### src/rtl/core/mexp_pkg.sv
// shared types, widths and state codes for the modular exponentiation block
package mexp_pkg;

  // operand widths actually used by the datapath
  localparam int EXP_BITS = 63;
  localparam int MOD_BITS = 31;

  // fixed payload widths of the channels
  localparam int BASE_W = 31;
  localparam int EXP_W  = 63;
  localparam int MODV_W = 31;
  localparam int OUT_W  = 31;

  // step counter of the modular multiplier
  localparam int CNT_W = (MOD_BITS > 1) ? $clog2(MOD_BITS) : 1;

  typedef logic [MOD_BITS-1:0] opd_t;
  typedef logic [EXP_BITS-1:0] exp_t;

  // request into the shared modular multiplier
  typedef struct packed {
    logic start;
    opd_t a;
    opd_t b;
    opd_t m;
  } mm_req_t;

  // answer from the shared modular multiplier
  typedef struct packed {
    logic done;
    opd_t result;
  } mm_rsp_t;

  typedef enum logic [2:0] {
    ST_IDLE,
    ST_REDUCE,
    ST_NEXT,
    ST_MUL,
    ST_SQR,
    ST_FINISH
  } state_t;

endpackage

### src/rtl/core/mexp_if.sv
// valid/ready channel interfaces for operands and results
interface mexp_in_if import mexp_pkg::*; ();
  logic              valid;
  logic              ready;
  logic [BASE_W-1:0] base_value;
  logic [EXP_W-1:0]  exponent_value;
  logic [MODV_W-1:0] modulus_value;

  modport source (output valid, output base_value, output exponent_value,
                  output modulus_value, input ready);
  modport sink (input valid, input base_value, input exponent_value,
                input modulus_value, output ready);
endinterface

interface mexp_out_if import mexp_pkg::*; ();
  logic             valid;
  logic             ready;
  logic [OUT_W-1:0] power_result;

  modport source (output valid, output power_result, input ready);
  modport sink (input valid, input power_result, output ready);
endinterface

### src/rtl/core/mexp_mulmod.sv
// interleaved shift-and-add modular multiplier, one multiplier bit per cycle
module mexp_mulmod import mexp_pkg::*; (
  input  logic    clk,
  input  logic    rst_n,
  input  mm_req_t req,
  output mm_rsp_t rsp
);

  logic             busy_r;
  logic             done_r;
  logic [CNT_W-1:0] cnt_r;
  opd_t             a_r;
  opd_t             b_r;
  opd_t             m_r;
  opd_t             r_r;
  opd_t             r_nxt;

  logic [MOD_BITS+1:0] sum;
  logic [MOD_BITS+1:0] m1;
  logic [MOD_BITS+1:0] m2;
  opd_t                addend;

  // r <- (2r + bit*a) mod m; sum stays below 3m, so subtract m or 2m
  always_comb begin
    addend = b_r[MOD_BITS-1] ? a_r : '0;
    sum    = {1'b0, r_r, 1'b0} + {2'b00, addend};
    m1     = {2'b00, m_r};
    m2     = {1'b0, m_r, 1'b0};
    priority if (sum >= m2) begin
      r_nxt = MOD_BITS'(sum - m2);
    end else if (sum >= m1) begin
      r_nxt = MOD_BITS'(sum - m1);
    end else begin
      r_nxt = MOD_BITS'(sum);
    end
  end

  always_ff @(posedge clk) begin
    if (!rst_n) begin
      busy_r <= 1'b0;
      done_r <= 1'b0;
    end else begin
      done_r <= 1'b0;
      if (req.start) begin
        busy_r <= 1'b1;
      end else if (busy_r && cnt_r == '0) begin
        busy_r <= 1'b0;
        done_r <= 1'b1;
      end
    end
  end

  always_ff @(posedge clk) begin
    if (req.start) begin
      a_r   <= req.a;
      b_r   <= req.b;
      m_r   <= req.m;
      r_r   <= '0;
      cnt_r <= CNT_W'(MOD_BITS - 1);
    end else if (busy_r) begin
      r_r   <= r_nxt;
      b_r   <= b_r << 1;
      cnt_r <= cnt_r - 1'b1;
    end
  end

  assign rsp.done   = done_r;
  assign rsp.result = r_r;

  // partial remainder stays reduced throughout the scan
  a_rem_reduced: assert property (@(posedge clk) disable iff (!rst_n)
    busy_r && !req.start |-> r_r < m_r)
    else $error("partial remainder not reduced");

  // done is a single-cycle pulse
  a_done_pulse: assert property (@(posedge clk) disable iff (!rst_n)
    done_r |=> !done_r)
    else $error("done held longer than one cycle");

  // no new request while a product is still in progress
  a_no_overlap: assert property (@(posedge clk) disable iff (!rst_n)
    busy_r |-> !req.start)
    else $error("multiplier restarted while busy");

endmodule

### src/rtl/core/modular_exponentiation.sv
// modular exponentiation top: right-to-left square-and-multiply over a shared mulmod
// sequence: reduce the base first, then per exponent bit up to the highest set one:
//   a decision, a multiply if the bit is set and a square, then a last decision
//   and a load of the result into the output register
// throughput: one beat at a time, in_chan.ready only while idle; set by the mulmod unit
// zero exponent or zero modulus skip the mulmod; reset (sync, active low) clears fsm
module modular_exponentiation import mexp_pkg::*; (
  input  logic       clk,
  input  logic       rst_n,
  mexp_in_if.sink    in_chan,
  mexp_out_if.source out_chan
);

  state_t state_r, state_nxt;

  // running exponent, shifted right as bits are consumed
  exp_t e_r, e_nxt;
  // modulus, accumulator and current square
  opd_t m_r, m_nxt;
  opd_t acc_r, acc_nxt;
  opd_t sq_r, sq_nxt;

  // output register decouples the result beat from the sequencer
  logic             out_valid_r, out_valid_nxt;
  logic [OUT_W-1:0] res_r, res_nxt;

  mm_req_t mm_req;
  mm_rsp_t mm_rsp;

  exp_t in_exp;
  opd_t in_base;
  opd_t in_mod;

  // bits above the configured widths are ignored
  assign in_exp  = in_chan.exponent_value[EXP_BITS-1:0];
  assign in_base = in_chan.base_value[MOD_BITS-1:0];
  assign in_mod  = in_chan.modulus_value[MOD_BITS-1:0];

  mexp_mulmod u_mulmod (
    .clk   (clk),
    .rst_n (rst_n),
    .req   (mm_req),
    .rsp   (mm_rsp)
  );

  always_comb begin
    state_nxt     = state_r;
    e_nxt         = e_r;
    m_nxt         = m_r;
    acc_nxt       = acc_r;
    sq_nxt        = sq_r;
    res_nxt       = res_r;
    out_valid_nxt = out_valid_r && !out_chan.ready;
    mm_req        = '0;

    unique case (state_r)
      ST_IDLE: begin
        if (in_chan.valid) begin
          e_nxt   = in_exp;
          m_nxt   = in_mod;
          acc_nxt = MOD_BITS'(1);
          if (in_exp == '0) begin
            // zero exponent answers one for any modulus
            state_nxt = ST_FINISH;
          end else if (in_mod == '0) begin
            // no reduction defined, answer zero
            acc_nxt   = '0;
            state_nxt = ST_FINISH;
          end else begin
            // first pass reduces the base: 1 * base mod m
            mm_req.start = 1'b1;
            mm_req.a     = MOD_BITS'(1);
            mm_req.b     = in_base;
            mm_req.m     = in_mod;
            state_nxt    = ST_REDUCE;
          end
        end
      end

      ST_REDUCE: begin
        if (mm_rsp.done) begin
          sq_nxt    = mm_rsp.result;
          state_nxt = ST_NEXT;
        end
      end

      ST_NEXT: begin
        priority if (e_r == '0) begin
          // no set bits left, accumulator is final
          state_nxt = ST_FINISH;
        end else if (e_r[0]) begin
          mm_req.start = 1'b1;
          mm_req.a     = acc_r;
          mm_req.b     = sq_r;
          mm_req.m     = m_r;
          state_nxt    = ST_MUL;
        end else begin
          mm_req.start = 1'b1;
          mm_req.a     = sq_r;
          mm_req.b     = sq_r;
          mm_req.m     = m_r;
          state_nxt    = ST_SQR;
        end
      end

      ST_MUL: begin
        if (mm_rsp.done) begin
          // fold in the square, then square right away
          acc_nxt      = mm_rsp.result;
          mm_req.start = 1'b1;
          mm_req.a     = sq_r;
          mm_req.b     = sq_r;
          mm_req.m     = m_r;
          state_nxt    = ST_SQR;
        end
      end

      ST_SQR: begin
        if (mm_rsp.done) begin
          sq_nxt    = mm_rsp.result;
          e_nxt     = e_r >> 1;
          state_nxt = ST_NEXT;
        end
      end

      ST_FINISH: begin
        // wait until the output register is free
        if (!out_valid_r || out_chan.ready) begin
          res_nxt       = OUT_W'(acc_r);
          out_valid_nxt = 1'b1;
          state_nxt     = ST_IDLE;
        end
      end

      default: begin
        state_nxt = ST_IDLE;
      end
    endcase
  end

  always_ff @(posedge clk) begin
    if (!rst_n) begin
      state_r     <= ST_IDLE;
      out_valid_r <= 1'b0;
    end else begin
      state_r     <= state_nxt;
      out_valid_r <= out_valid_nxt;
    end
  end

  always_ff @(posedge clk) begin
    e_r   <= e_nxt;
    m_r   <= m_nxt;
    acc_r <= acc_nxt;
    sq_r  <= sq_nxt;
    res_r <= res_nxt;
  end

  assign in_chan.ready         = (state_r == ST_IDLE);
  assign out_chan.valid        = out_valid_r;
  assign out_chan.power_result = res_r;

  // multiplier answers only arrive while the sequencer waits for one
  a_done_expected: assert property (@(posedge clk) disable iff (!rst_n)
    mm_rsp.done |-> (state_r == ST_REDUCE || state_r == ST_MUL || state_r == ST_SQR))
    else $error("unexpected multiplier completion");

  // operands stay reduced between exponent bits
  a_operands_reduced: assert property (@(posedge clk) disable iff (!rst_n)
    state_r == ST_NEXT |-> (sq_r < m_r) && ((acc_r < m_r) || (acc_r == MOD_BITS'(1))))
    else $error("operand not reduced modulo m");

  // a result beat is loaded only when the register is free
  a_finish_load: assert property (@(posedge clk) disable iff (!rst_n)
    state_r == ST_FINISH && out_valid_r && !out_chan.ready |=> state_r == ST_FINISH)
    else $error("result left finish while output blocked");

endmodule
### src/flat_wrapper.sv
// flat-port wrapper written by rule: the top's interface ports become plain ports
module modular_exponentiation_flat import mexp_pkg::*;
  (clk, rst_n, in_chan_valid, in_chan_base_value, in_chan_exponent_value, in_chan_modulus_value, in_chan_ready, out_chan_valid, out_chan_power_result, out_chan_ready);
  mexp_in_if in_chan_i ();
  mexp_out_if out_chan_i ();
  input  logic clk;
  input  logic rst_n;
  input wire logic [$bits(in_chan_i.valid)-1:0] in_chan_valid;
  input wire logic [$bits(in_chan_i.base_value)-1:0] in_chan_base_value;
  input wire logic [$bits(in_chan_i.exponent_value)-1:0] in_chan_exponent_value;
  input wire logic [$bits(in_chan_i.modulus_value)-1:0] in_chan_modulus_value;
  output wire logic [$bits(in_chan_i.ready)-1:0] in_chan_ready;
  output wire logic [$bits(out_chan_i.valid)-1:0] out_chan_valid;
  output wire logic [$bits(out_chan_i.power_result)-1:0] out_chan_power_result;
  input wire logic [$bits(out_chan_i.ready)-1:0] out_chan_ready;
  assign in_chan_i.valid = in_chan_valid;
  assign in_chan_i.base_value = in_chan_base_value;
  assign in_chan_i.exponent_value = in_chan_exponent_value;
  assign in_chan_i.modulus_value = in_chan_modulus_value;
  assign in_chan_ready = in_chan_i.ready;
  assign out_chan_valid = out_chan_i.valid;
  assign out_chan_power_result = out_chan_i.power_result;
  assign out_chan_i.ready = out_chan_ready;
  modular_exponentiation u_core (.clk(clk), .rst_n(rst_n), .in_chan(in_chan_i), .out_chan(out_chan_i));
endmodule
### config.mk
export PLATFORM = sky130hd
export DESIGN_NAME = modular_exponentiation_flat
export DESIGN_NICKNAME = d
export VERILOG_FILES = /design/src/rtl/core/mexp_pkg.sv /design/src/rtl/core/mexp_if.sv /design/src/rtl/core/mexp_mulmod.sv /design/src/rtl/core/modular_exponentiation.sv /design/src/flat_wrapper.sv
export SDC_FILE = /design/constraint.sdc
export NUM_CORES = 1
export LEC_CHECK = 0
export BUFFER_PORTS_ARGS = -buffer_cell sky130_fd_sc_hd__buf_4
export CELL_PAD_IN_SITES_DETAIL_PLACEMENT = 1
export CELL_PAD_IN_SITES_GLOBAL_PLACEMENT = 2
export CORE_MARGIN = 1.5
export CORE_UTILIZATION = 42
export CTS_BUF_LIST = sky130_fd_sc_hd__clkbuf_8
export DETAILED_ROUTE_END_ITERATION = 8
export PLACE_DENSITY = 0.89
export SETUP_SLACK_MARGIN = 0.4
export SYNTH_ARGS = -nofsm -noshare
export SYNTH_HDL_FRONTEND = slang
export SYNTH_SLANG_ARGS = --single-unit
export TNS_END_PERCENT = 50
### constraint.sdc
create_clock -name clk -period 7.2 [get_ports clk]
set_clock_uncertainty 0.05 [all_clocks]
set_input_delay 1.08 -clock clk [delete_from_list [all_inputs] [get_ports clk]]
set_output_delay 1.08 -clock clk [all_outputs]
set_load 0.1 [all_outputs]
Yosys cells after proc, flatten, opt, wreduce, memory -nomap -nowiden
Index checks and enable logic that the tools add are counted.
Storage, ports and cells
  word-level logic and storage cells: 87
  bits of input ports: 129
  register bits: 322
Operators by class
  add/subtract/negate cells: 4
  reductions and logical operators: 22
  eq/ne operators: 10
  magnitude comparators: 2
  muxes and demuxes: 34
  bitwise logic cells: 1
Operator list (number)
  2-to-1 mux 94 bit: 5
  one-hot mux 94 bit (3 select lines): 1
  2-to-1 mux 31 bit: 8
  zero test 63 bit: 2
  2-to-1 mux 63 bit: 2
  one-hot mux 63 bit (2 select lines): 1
  2-to-1 mux 93 bit: 1
  one-hot mux 31 bit (2 select lines): 1
  subtractor 31 bit: 2
  adder 32 x 31 -> 33 bit: 1
  >= comparator 33 x 31 -> 1 bit: 1
  >= comparator 33 x 32 -> 1 bit: 1
  zero test 31 bit: 1
  2-to-1 mux 3 bit: 8
  one-hot mux 3 bit (5 select lines): 1
  nonzero test 2 bit: 4
  == test 3 x 2 -> 1 bit, second input constant: 2
  == test 3 bit, second input constant: 2
  2-to-1 mux 1 bit: 6
  inequality test 2 bit, second input constant: 3
  AND reduction 2 bit: 3
  AND reduction 3 bit: 2
  zero test 5 bit: 1
  subtractor 5 x 1 -> 5 bit, second input constant: 1
  other kinds (9): 13

Logic depth before layout (Yosys ltp)
  depth in word-level cells: 6
  gate-level depth with buffers: 24

Hierarchy
From an unflattened synthesis, not the netlist that was laid out.
Unflattened totals
  cells, all modules: 1583
  area, all modules: 18347.6 µm²
By module, submodules not included
  mexp_mulmod: cells each 1077, seq. area each 3553.4 µm², times used 1, area each 10088.4 µm²
  modular_exponentiation: cells each 506, seq. area each 5695.5 µm², times used 1, area each 8259.2 µm²

Worst setup path before layout
No wires, ideal clock.
  path kind: flip-flop to flip-flop
  start point: reg u_core.state_r[0]
  end point: reg u_core.u_mulmod.b_r[0] (enable)
  clock period less this slack: 6462 ps
  arrival: 6026 ps
  required time: 6764 ps
  buffers on the path: 2
  library setup time: 386 ps
  path slack: 738 ps
  stages on the path, launching flop included: 10
  cell sequence: dfxtp_1 -> clkbuf_1 -> nor3_1 -> and2_1 -> and2_1 -> clkbuf_1 -> nor2_4 -> inv_2 -> nor2_1 -> inv_1
RTL lines
  start, declared: RTL line modular_exponentiation.sv:14  | state_t state_r, state_nxt;
  start signal, assigned: RTL line modular_exponentiation.sv:146  | state_r <= state_nxt;
  end signal, assigned: RTL line mexp_mulmod.sv:56  | b_r <= req.b;
  end signal, assigned: RTL line mexp_mulmod.sv:62  | b_r <= b_r << 1;
  end, declared: RTL line mexp_mulmod.sv:13  | opd_t b_r;

Worst setup path in the final report
  start point: reg u_core.u_mulmod.b_r[30]
  end point: reg u_core.u_mulmod.r_r[20]
On the way
  longest elaborated chain between the ends: 5
  elaborated cells on any way between the ends: 8
  those cells by class: add/sub: 3; order compare: 2; mux: 3
Ends and longest elaborated chain
  2-to-1 mux 31 bit *: RTL line mexp_mulmod.sv:25  | addend = b_r[MOD_BITS-1] ? a_r : '0;
  adder 32 x 31 -> 33 bit *: RTL line mexp_mulmod.sv:26  | sum = {1'b0, r_r, 1'b0} + {2'b00, addend};
  subtractor 31 bit / >= comparator 33 x 31 -> 1 bit (equally long branches): RTL line mexp_mulmod.sv:32, mexp_mulmod.sv:31
  2-to-1 mux 31 bit: RTL line mexp_mulmod.sv:31  | end else if (sum >= m1) begin
  2-to-1 mux 31 bit *: RTL line mexp_mulmod.sv:29  | priority if (sum >= m2) begin
  end signal, assigned: RTL line mexp_mulmod.sv:61  | r_r <= r_nxt;
  end, declared: RTL line mexp_mulmod.sv:15  | opd_t r_r;
Mark *: on every way between the ends. The rest lies on a longest branch, timed or not.
A chain may end at the register's enable or synchronous reset.

==> metrics.md <==
| Metric | Value |
|---|---|
| Crit path DAT | 6.84 ns |
| Starting Density | 42.7% |
| Maximum VDD drop | 0.139 mV |
| Syn_nets | 1818 |
| Synth Register Bits | 322 |
| GP Congestion | 0.894 |
| RSZ-0062 raised after global routing | no |
| Outcome | finished clean |
| Asr flop ratio synth | 0% |
| Crit path from | u_core.u_mulmod.b_r[30] |
| MaxCap Viol Count | 0 |
| CP required | 7.73 ns |
| FF-to-FF Start | u_core.u_mulmod.b_r[30] |
| Layout cells sized above 1 | 20.7% |
| CTS Hold Bufs | 0 |
| Cell family with most CP delay | compound AO/OA/AOI/OAI gates |
| Slew HR | 21.1% |
| Wire length per cell | 22.8 µm |
| Vias in the first global route | 14.3k |
| Synth cell types | 81 |
| Mapped Cells | 1593 |
| Synth area leaders | edfxtp_1 47%, ha_1 6.5%, dfxtp_1 4.7%, mux2_2 4.0%, a22o_1 3.2% |
| Net load switching power | 0.00315 W |
| Syn Std Cell Area | 17900 µm² |
| Final setup fails | 0 |
| Reg2Reg Setup Slack | 0.89 ns |
| Area Growth Syn to Fin | 17.9% |
| Int Power | 0.00480 W |
| Post-synth EDFFs | 280 |
| Crit path kind | reg -> reg |
| Leak | 8.24 nW |
| CP Launch Type | register |
| Post-DRT Antenna Nets | 0 |
| Overall power | 0.00795 W |
| Layout Utilization | 50.3% |
| Final Hold Viols | 0 |
| Antenna fix cells | 0 |
| Die Span Y | 210 µm |
| First-pass GRT wire length | 83200 µm |
| H-tree Lvls | 2 |
| Dominant cell type by area after synthesis | edfxtp_1 |
| Comb power frac | 43.9% |
| Max Root-Sink Buffers | 3 |
| Crit end category | register |
| Slew @ Worst Pin | 1.18 ns |
| Post-DP HPWL | 39100 µm |
| Nets | 1994 |
| Gr usage total | 24.3% |
| Minimum clock period | 6.31 ns |
| FF-to-FF path depth | 22 |
| Pins over their slew limit | 0 |
| CTS Sinks | 322 |
| TritonCTS clock tree | done |
| Die width | 210 µm |
| Root Driver | clkbuf_8 |
| CP cell instances | and2_1 > ha_1 > fa_1 > a211oi_2 > o211ai_1 > nand2_1 > o21ai_0 > a2111o_1 > a31o_2 > a21oi_1 > xnor2_1 > ha_1 > a21oi_1 > o21bai_1 > a21oi_1 > nand2_1 > o21a_1 > a31o_2 > o31ai_2 > nand2_4 > a311oi_1 > a22o_1 |
| Max incr delay on CP | 0.60 ns |
| Synth Flop Type | edfxtp_1 |
| Fin crit share | 87.6% |
| Yosys warnings | 0 |
| Sequential share of power | 30.1% |
| Yosys top cell area share | 46.9% |
| DRC viols | 0 |
| Clock Power Share | 26.0% |
| Io pins | 162 |
| Vias per cell | 5.85 |
| Row cnt | 75 |
| Pin count of the biggest net entering global routing | 65 |
| Hold Path Stages | 0 |
| CP Buf/Inv Count | 0 |
| Sw Share | 39.6% |
| DRT Pass-1 Iters | 5 |
| Post-synthesis area per instance | 11.3 µm² |
| Worst Hold Path EP | u_core.out_chan.power_result[0] |
| Setup TNS | 0 ns |
| Dpl cell area | 19700 µm² |
| Total number of vias | 13.8k |
| Worst-path maximum fanout | 24 |
| Port Buffers | 161 |
| Skew-Pair Late Insertion Delay | 0.64 ns |
| Seq/Total Area, Yosys | 51.5% |
| Count leader, synth | edfxtp_1 |
| Hold Startpoint | u_core.acc_r[0] |
| Routed wire length | 53600 µm |
| Final Cell Area | 21200 µm² |
| Inserted Clock Buffers | 55 |
| Cell mode on critical path | a21oi_1 |
| Worst hold margin | 0.397 ns |
| Reg-to-reg endpoint | u_core.u_mulmod.r_r[20] |
| Core Area | 42000 µm² |
| Slowest CP cell | edfxtp_1 |
| Initial antenna violation count | 0 |
| HP Class | reg -> reg |
| Synth cell count leaders | 280 x edfxtp_1, 126 x nand2_1, 105 x a21oi_1, 93 x ha_1, 74 x o21ai_0 |
| Total gr overflow | 0 |
| Die area | 44000 µm² |
| DRT iter0 DRCs | 983 |
| Fmax | 159 MHz |
| Pwr Density | 376 nW/µm² |
| Clk slew on worst S/H paths | 0.07 ns |
## per-layer routing
layer  up-vias  wire length, µm  part of all wire [%]  GRT usage (%)
li1       6486                -                     -              -
met1      6878            25600                    48           35.0
met2       369            24400                    46           38.1
met3        55             2630                   4.9           3.94
met4         0              944                   1.8           5.98
met5         -                0                     0              0
## state kept, by name, summed over array words and instances (netlist names)
register	count
u_core.u_mulmod.cnt_r	5
u_core.u_mulmod.done_r	1
u_core.u_mulmod.busy_r	1
u_core.u_mulmod.r_r	31
u_core.m_r	31
u_core.e_r	63
u_core.state_r	3
u_core.acc_r	31
u_core.out_chan.power_result	31
u_core.u_mulmod.m_r	31
u_core.out_chan.valid	1
u_core.sq_r	31
u_core.u_mulmod.a_r	31
u_core.u_mulmod.b_r	31
## repair_timing
item / CTS / global route
endpoints found under the setup margin: 0 / 22
setup buffers: 0 / 1
gates resized for setup: 0 / 2
## power groups by stage
stage / clock network [W] / registers, W / logic, W
after CTS: 0.00211 / 0.00239 / 0.00341
final: 0.00206 / 0.00239 / 0.00349
after global placement: 0 / 0.00241 / 0.00331
after floorplan: 0 / 0.00235 / 0.00248
after global routing: 0.00218 / 0.00241 / 0.00379
after detailed placement: 0 / 0.00243 / 0.00338
## cell usage in the layout, fill, tap and decap left out, types with 59 or more instances in the layout
master,Yosys,final
a21oi_1,105,104
a22o_1,65,65
and2_1,67,66
xnor2_1,63,63
buf_4,2,179
nand2_1,126,126
o21ai_0,74,73
clkbuf_8,0,59
mux2_2,63,63
ha_1,93,93
edfxtp_1,280,280
inv_1,67,71
## kinds of logic (layout without fill, tap and decap cells)
kind of cell,after synthesis,after routing,share of synthesized area (%)
and+or+nand+nor,429,429,12.5
DFF,322,322,51.5
adders and majority gates,96,96,6.82
muxes,75,75,4.62
buffers and inverters,129,352,2.88
AOI/OAI and AO/OA,458,458,17.5
xor gates and xnor gates,84,84,4.10
## layout make-up
cell class	count	area (µm²)
Clock buffer	59	812
Clock inverter	45	574
Sequential cell	322	9250
Tap cell	539	674
Multi-Input combinational cell	1142	8230
Inverter	68	255
Timing Repair Buffer	180	1360
Fill cell	4537	20900
## worst max-delay path by stage
stage / depth (start not counted) / endpoint
floorplan: 9 / u_core.u_mulmod.b_r[0]
global placement: 22 / u_core.u_mulmod.r_r[22]
global route: 22 / u_core.u_mulmod.r_r[22]
CTS: 22 / u_core.u_mulmod.r_r[20]
detailed placement: 22 / u_core.u_mulmod.r_r[20]
finish: 22 / u_core.u_mulmod.r_r[20]
## stage by stage
step           worst slack, ns  cells
2_1_floorplan            0.738   1593
3_3_place_gp             0.886   2250
6_report                 0.891   2355
5_1_grt                  0.560   2355
4_1_cts                  0.595   2354
3_5_place_dp             0.617   2250
Note: power is estimated with default switching activity, not from simulation.
